### config.mk
export PLATFORM = sky130hd
export DESIGN_NAME = sio_command_frame_detector
export DESIGN_NICKNAME = d
export VERILOG_FILES = /design/src/rtl/scfd_pkg.sv /design/src/rtl/sio_command_frame_detector.sv
export SDC_FILE = /design/constraint.sdc
export NUM_CORES = 1
export LEC_CHECK = 0
export BUFFER_PORTS_ARGS = -buffer_cell sky130_fd_sc_hd__buf_2
export CAP_MARGIN = 20
export CORE_AREA = 2 2 124 126
export CTS_CLUSTER_SIZE = 40
export DETAILED_ROUTE_END_ITERATION = 10
export DIE_AREA = 0 0 126 128
export PLACE_DENSITY_LB_ADDON = 0.25
export SYNTH_ARGS = -nofsm -noshare
export SYNTH_HDL_FRONTEND = slang
export SYNTH_SLANG_ARGS = --single-unit
### constraint.sdc
create_clock -name clk -period 12.45 [get_ports clk]
set_input_delay 1.245 -clock clk [delete_from_list [all_inputs] [get_ports clk]]
set_output_delay 1.245 -clock clk [all_outputs]
set_load 0.03 [all_outputs]
### src/rtl/scfd_pkg.sv
// Package for the SIO command frame detector: fixed sizes, register indexes
// and the end-around-carry adder. No dependencies.
`default_nettype none

package scfd_pkg;

    localparam int unsigned BYTE_W    = 8;
    localparam int unsigned WIN_LEN   = 4;
    localparam int unsigned FILL_W    = 3;
    localparam int unsigned IDS_W     = 64;
    localparam int unsigned COUNT_W   = 4;
    localparam int unsigned CFG_IDX_W = 2;
    localparam int unsigned CFG_DATA_W = 64;

    localparam logic [CFG_IDX_W-1:0] CFG_ACTIVE_IDS   = 2'd0;
    localparam logic [CFG_IDX_W-1:0] CFG_ACTIVE_COUNT = 2'd1;

    typedef logic [BYTE_W-1:0] byte_t;

    // One step of the ones'-complement style sum: add, and fold a carry back
    // in (subtracting 255 equals dropping 256 and adding one).
    function automatic byte_t eac_add(input byte_t a, input byte_t b);
        logic [BYTE_W:0] s;
        begin
            s = {1'b0, a} + {1'b0, b};
            if (s[BYTE_W])
            begin
                eac_add = s[BYTE_W-1:0] + byte_t'(1);
            end
            else
            begin
                eac_add = s[BYTE_W-1:0];
            end
        end
    endfunction

endpackage

`default_nettype wire

### src/rtl/sio_command_frame_detector.sv
// SIO command frame detector, top level: byte window, device and checksum
// check, result register. Depends on scfd_pkg.
`default_nettype none

// Channel   | Signals                                         | Dir | Beat
// ----------+-------------------------------------------------+-----+---------------------
// rx        | rx_valid, rx_ready, rx_byte                     | in  | one serial byte
// frame     | frame_valid, frame_ready, frame_device,         | out | one detected frame
//           | command_code, aux_first, aux_second             |     |
// cfg       | cfg_valid, cfg_ready, cfg_index, cfg_data       | in  | one register write
//
// A byte beat lands in an input register. From there the window check and
// update run and a completed frame is loaded into the result register, which
// drives frame_valid. One byte is taken every cycle; the input stalls only
// while a frame waits in the result register and the held byte would complete
// another one. rst_n clears the valid flags, the fill level and the
// configuration; window bytes are rewritten before they are read.

module sio_command_frame_detector #(
    parameter int unsigned MAX_DEVICES = 8
) (
    input  wire logic                              clk,
    input  wire logic                              rst_n,

    input  wire logic                              rx_valid,
    output logic                                   rx_ready,
    input  wire logic [scfd_pkg::BYTE_W-1:0]       rx_byte,

    output logic                                   frame_valid,
    input  wire logic                              frame_ready,
    output logic [scfd_pkg::BYTE_W-1:0]            frame_device,
    output logic [scfd_pkg::BYTE_W-1:0]            command_code,
    output logic [scfd_pkg::BYTE_W-1:0]            aux_first,
    output logic [scfd_pkg::BYTE_W-1:0]            aux_second,

    input  wire logic                              cfg_valid,
    output logic                                   cfg_ready,
    input  wire logic [scfd_pkg::CFG_IDX_W-1:0]    cfg_index,
    input  wire logic [scfd_pkg::CFG_DATA_W-1:0]   cfg_data
);

    localparam int unsigned SLOTS = scfd_pkg::IDS_W / scfd_pkg::BYTE_W;
    localparam int unsigned SLOT_LIMIT = (MAX_DEVICES < SLOTS) ? MAX_DEVICES : SLOTS;

    // Configuration registers.
    logic [scfd_pkg::IDS_W-1:0]   active_ids_reg;
    logic [scfd_pkg::COUNT_W-1:0] active_count_reg;

    // Input stage.
    logic            in_valid_reg;
    scfd_pkg::byte_t in_byte_reg;

    // Window state; entry 0 is the oldest byte.
    scfd_pkg::byte_t               window_reg [scfd_pkg::WIN_LEN];
    scfd_pkg::byte_t               window_next [scfd_pkg::WIN_LEN];
    logic [scfd_pkg::FILL_W-1:0]   fill_reg;
    logic [scfd_pkg::FILL_W-1:0]   fill_next;

    // Result register.
    logic            out_valid_reg;
    scfd_pkg::byte_t out_bytes_reg [scfd_pkg::WIN_LEN];

    logic                          full;
    logic                          id_hit;
    logic                          hit;
    logic                          advance;
    logic [scfd_pkg::COUNT_W-1:0]  eff_count;
    scfd_pkg::byte_t               checksum;

    assign cfg_ready = 1'b1;

    always_ff @(posedge clk or negedge rst_n)
    begin
        if (!rst_n)
        begin
            active_ids_reg   <= '0;
            active_count_reg <= '0;
        end
        else if (cfg_valid)
        begin
            case (cfg_index)
                scfd_pkg::CFG_ACTIVE_IDS:   active_ids_reg   <= cfg_data;
                scfd_pkg::CFG_ACTIVE_COUNT: active_count_reg <= cfg_data[scfd_pkg::COUNT_W-1:0];
                default:                    ;
            endcase
        end
    end

    // A count beyond the number of slots the design carries saturates.
    always_comb
    begin
        if (active_count_reg > scfd_pkg::COUNT_W'(SLOT_LIMIT))
        begin
            eff_count = scfd_pkg::COUNT_W'(SLOT_LIMIT);
        end
        else
        begin
            eff_count = active_count_reg;
        end
    end

    // The oldest byte is compared with every enabled slot in parallel.
    always_comb
    begin
        id_hit = 1'b0;
        for (int i = 0; i < SLOT_LIMIT; i++)
        begin
            if ((scfd_pkg::COUNT_W'(i) < eff_count) &&
                (active_ids_reg[i*scfd_pkg::BYTE_W +: scfd_pkg::BYTE_W] == window_reg[0]))
            begin
                id_hit = 1'b1;
            end
        end
    end

    // Checksum over the four held bytes, folded after every addition.
    always_comb
    begin
        checksum = window_reg[0];
        for (int i = 1; i < scfd_pkg::WIN_LEN; i++)
        begin
            checksum = scfd_pkg::eac_add(checksum, window_reg[i]);
        end
    end

    assign full    = (fill_reg == scfd_pkg::FILL_W'(scfd_pkg::WIN_LEN));
    assign hit     = full && id_hit && (checksum == in_byte_reg);
    // A byte that completes no frame never needs the result register.
    assign advance = in_valid_reg && (!out_valid_reg || frame_ready || !hit);
    assign rx_ready = !in_valid_reg || advance;

    always_comb
    begin
        window_next = window_reg;
        fill_next   = fill_reg;
        if (!full)
        begin
            window_next[fill_reg[1:0]] = in_byte_reg;
            fill_next = fill_reg + scfd_pkg::FILL_W'(1);
        end
        else if (hit)
        begin
            fill_next = '0;
        end
        else
        begin
            for (int i = 0; i + 1 < scfd_pkg::WIN_LEN; i++)
            begin
                window_next[i] = window_reg[i+1];
            end
            window_next[scfd_pkg::WIN_LEN-1] = in_byte_reg;
        end
    end

    always_ff @(posedge clk or negedge rst_n)
    begin
        if (!rst_n)
        begin
            in_valid_reg  <= 1'b0;
            fill_reg      <= '0;
            out_valid_reg <= 1'b0;
        end
        else
        begin
            if (rx_ready)
            begin
                in_valid_reg <= rx_valid;
            end
            if (advance)
            begin
                fill_reg <= fill_next;
            end
            if (advance && hit)
            begin
                out_valid_reg <= 1'b1;
            end
            else if (frame_ready)
            begin
                out_valid_reg <= 1'b0;
            end
        end
    end

    always_ff @(posedge clk)
    begin
        if (rx_valid && rx_ready)
        begin
            in_byte_reg <= rx_byte;
        end
        if (advance)
        begin
            window_reg <= window_next;
        end
        if (advance && hit)
        begin
            out_bytes_reg <= window_reg;
        end
    end

    assign frame_valid  = out_valid_reg;
    assign frame_device = out_bytes_reg[0];
    assign command_code = out_bytes_reg[1];
    assign aux_first    = out_bytes_reg[2];
    assign aux_second   = out_bytes_reg[3];

endmodule

`default_nettype wire

==> impl_results.md <==
* Run status: finished, final reports clean
* Initial drt markers at 365
* Share of the synthesized area in the top cell type at 27.6%
* Remaining design rule violation count at 0
* Final antenna diode count at 0
* Number of register bits inferred by synthesis at 145
* Total half-perimeter wirelength after legalization and detailed placement at 12,500 um
* Die Span Y at 128 um
* Horizontal extent of the die at 126 um
* Simple-Gate Fraction of Synth Area at 9.30%
* Maximum number of pins on one net before global-route repair at 74
* Count of flip-flops with a built-in enable after synthesis at 72
* Cell type with the highest aggregate area in the netlist: sky130_fd_sc_hd__edfxtp_1
* Capture instance of the worst register-to-register path: frame_device[5]
* Met1 layer wirelength in the final routing at 7990 um
* Count of max-cap constraint violations at 0
* Syn Nets at 753
* Peak per-stage delay on the critical path at 690 ps
* Sequential area share after synthesis at 50.9%
* Maximum number of buffers from clock root to sink at 2
* Total routing resource utilization after global routing at 21.7%
* Critical Path AT at 7920 ps
* Post-route core utilization at 61.7%
* Wire length of the first global-routing pass at 26,800 um
* Adder and majority cell fraction of the synthesized area at 6.04%
* CTS Root Cell: sky130_fd_sc_hd__clkbuf_16
* Complex-gate fraction of the synthesized area at 7.29%
* Most used standard cell by instance count after synthesis: sky130_fd_sc_hd__dfrtp_1
* Number of max-slew violations in the final report at 0
* Cell area after synthesis at 0.00783 mm^2
* Reg-to-reg critical path startpoint: window_reg[24]
* Post-CTS Repair Setup Buffers at 0
* Length in cells of the worst reg-to-reg path at 32
* Path type of the worst min-delay path: flop to flop
* Total of endpoints with negative setup slack in the final report at 0
* Fill cells at 1,187
* # IOs at 114
* Overflow left after global routing at 0
* Overall die area at 0.0161 mm^2
* Post-synth cell types at 66
* Slowest stage cell on the critical path: sky130_fd_sc_hd__edfxtp_1
* Core Rows at 45
* Detailed-routed wire length on met2 at 8020 um
* CORE AREA at 0.0149 mm^2
* Multiplexer fraction of the synthesized cell area at 11.0%
* Kind of start point of the critical path: flop
* TritonCTS Buffers at 17
* Worst slew margin relative to its limit at 37.2%
* Endpoint of the most critical setup path: rx_ready
* Final non-filler cell total at 951
* Xor/xnor cell area share of the yosys netlist at 12.6%
* Proportion of register bits with asynchronous set or reset after synthesis at 50.3%
* Routed wire per std cell at 18.0 um
* Synth area leaders: sky130_fd_sc_hd__edfxtp_1 28%, sky130_fd_sc_hd__dfrtp_1 23%, sky130_fd_sc_hd__mux2_2 9.8%
* Yosys Warn Count at 0
* Largest family of logic cells by synthesized area: XOR/XNOR gates
* Htree depth at 4
* Vias after detailed routing at 5,256
* Final sum of negative setup slack at 0 ps
* Inst Count DP at 916
* Top routing layer in use: met4
* Flip-flop count of the largest register, all copies and words added at 64
* Cell count after synthesis at 638
* Top cells by count, synth: 73 x sky130_fd_sc_hd__dfrtp_1, 72 x sky130_fd_sc_hd__edfxtp_1, 68 x sky130_fd_sc_hd__mux2_2
* Clk_lat worst skew at 430 ps
* Length of routed met3 wiring at 831 um
* Pin slew with the least headroom to its limit at 942 ps
* Post-synth top flop: sky130_fd_sc_hd__dfrtp_1
* Fin crit period at 9170 ps
* Net count, final at 865
* Port Buffer Count at 112
* Clock transition at the registers of the reported paths at 60 ps
* CTS tree: yes
* Layout-stage area growth over the synthesis result at 17.1%
* Setup repair after global routing missed its margin: false
* Type of the worst setup path: flop to output port
* Initial antenna violation count at 0
* Starting utilization of the core area at 52.7%
* Largest fanout on the critical path at 10
* Required time worst endpoint at 11,200 ps
* Critical path startpoint: window_reg[24]
* Min Hold Slack at 505 ps
* Via count normalized by instance count at 5.53
* Synth Area per Inst at 12.3 um^2
* Fraction of final layout cells sized beyond drive strength 1 at 30.9%
* Ratio of final minimum period to clock period at 73.6%
* Hold_buf cts at 0
* Routed Antenna Nets at 0
* Length of the first detailed-routing pass in iterations at 7
* Fin Clk Skew at 10.4 ps
* Overall routed net length at 17,200 um
* Setup slack, reg-to-reg at 4560 ps
* Crit path capture type: output port
* Peak Freq at 109 MHz
* Count of clock tree sinks at 145
* Count of cells resized by post-cts repair at 0
* Final number of hold-violating endpoints at 0
* Vias in the first global route at 5,140
* Gpl congestion at 0.895
[cell type report]
cell class	count	area (um^2)	area share (%)
repair buffers	118	601	6.55
well taps	188	235	2.56
multi-input cells	444	3640	39.6
inverters	24	90.1	0.982
clock inverters	8	85.1	0.928
flip-flops and latches	145	3990	43.5
clock buffers	24	536	5.84
[layout by cell type (no fill, tap or decap), types with 3 or more instances in the layout]
cell type,n
sky130_fd_sc_hd__buf_2,114
sky130_fd_sc_hd__dfrtp_1,73
sky130_fd_sc_hd__edfxtp_1,72
sky130_fd_sc_hd__mux2_2,68
sky130_fd_sc_hd__xnor2_1,54
sky130_fd_sc_hd__xor2_1,50
sky130_fd_sc_hd__nand2_1,49
sky130_fd_sc_hd__ha_1,33
sky130_fd_sc_hd__o21ai_0,27
sky130_fd_sc_hd__inv_1,24
sky130_fd_sc_hd__clkbuf_16,20
sky130_fd_sc_hd__nor2_1,19
sky130_fd_sc_hd__nor2b_1,17
sky130_fd_sc_hd__a21oi_1,13
sky130_fd_sc_hd__nand4_1,12
sky130_fd_sc_hd__nor4_1,9
sky130_fd_sc_hd__mux2i_1,8
sky130_fd_sc_hd__nand3_1,8
sky130_fd_sc_hd__nor3_1,7
sky130_fd_sc_hd__a21o_1,5
sky130_fd_sc_hd__o21bai_1,4
sky130_fd_sc_hd__inv_6,4
sky130_fd_sc_hd__and3_1,3
sky130_fd_sc_hd__fa_1,3
sky130_fd_sc_hd__buf_4,3
[how the worst min path moves through the flow]
| stage | from | endpoint | slack (ps) | depth (start not counted) |
|---|---|---|---|---|
| after floorplan | window_reg[24] | frame_device[0] | 450 | 0 |
| after global placement | window_reg[7] | aux_second[7] | 490 | 0 |
| after detailed placement | window_reg[7] | aux_second[7] | 480 | 0 |
| after CTS | window_reg[7] | aux_second[7] | 500 | 0 |
| after global routing | window_reg[7] | aux_second[7] | 520 | 0 |
| final | window_reg[7] | aux_second[7] | 510 | 0 |
[worst max-delay path, delay by kind of cell, from the launching register on]
kind                     cells  cell delay, ps
AO/OA/AOI/OAI               12            2270
adder cells (fa/ha/maj)      6            1900
AND/OR/NAND/NOR              7            1770
flip-flops                   1             690
XOR/XNOR                     3             490
buffers and inverters        4             370
[logic make-up (layout without fill, tap and decap cells)]
family | after synthesis | count (layout)
XOR/XNOR | 108 | 108
flip-flops | 145 | 145
AO/OA/AOI/OAI | 81 | 81
adder cells (fa/ha/maj) | 36 | 36
other | 1 | 1
multiplexers | 77 | 77
buffers and inverters | 49 | 174
AND/OR/NAND/NOR | 141 | 141
[routing by layer]
layer  GRT usage (%)  up-vias
li1                -     2495
met1            31.3     2566
met2            32.9      171
met3            3.88       24
met4            8.66        0
met5               0        -
[per-stage QoR]
step                      setup slack [ps]  area, um^2
final                                 3280        9170
after global routing                  2690        9170
after CTS                             3340        9150
after detailed placement              3900        8530
after global placement                4160        8530
after floorplan                       3740        7830
Power is left out: the tool's default activity adds up to more than one toggle a clock period on the data nets, which glitch-free logic cannot reach.
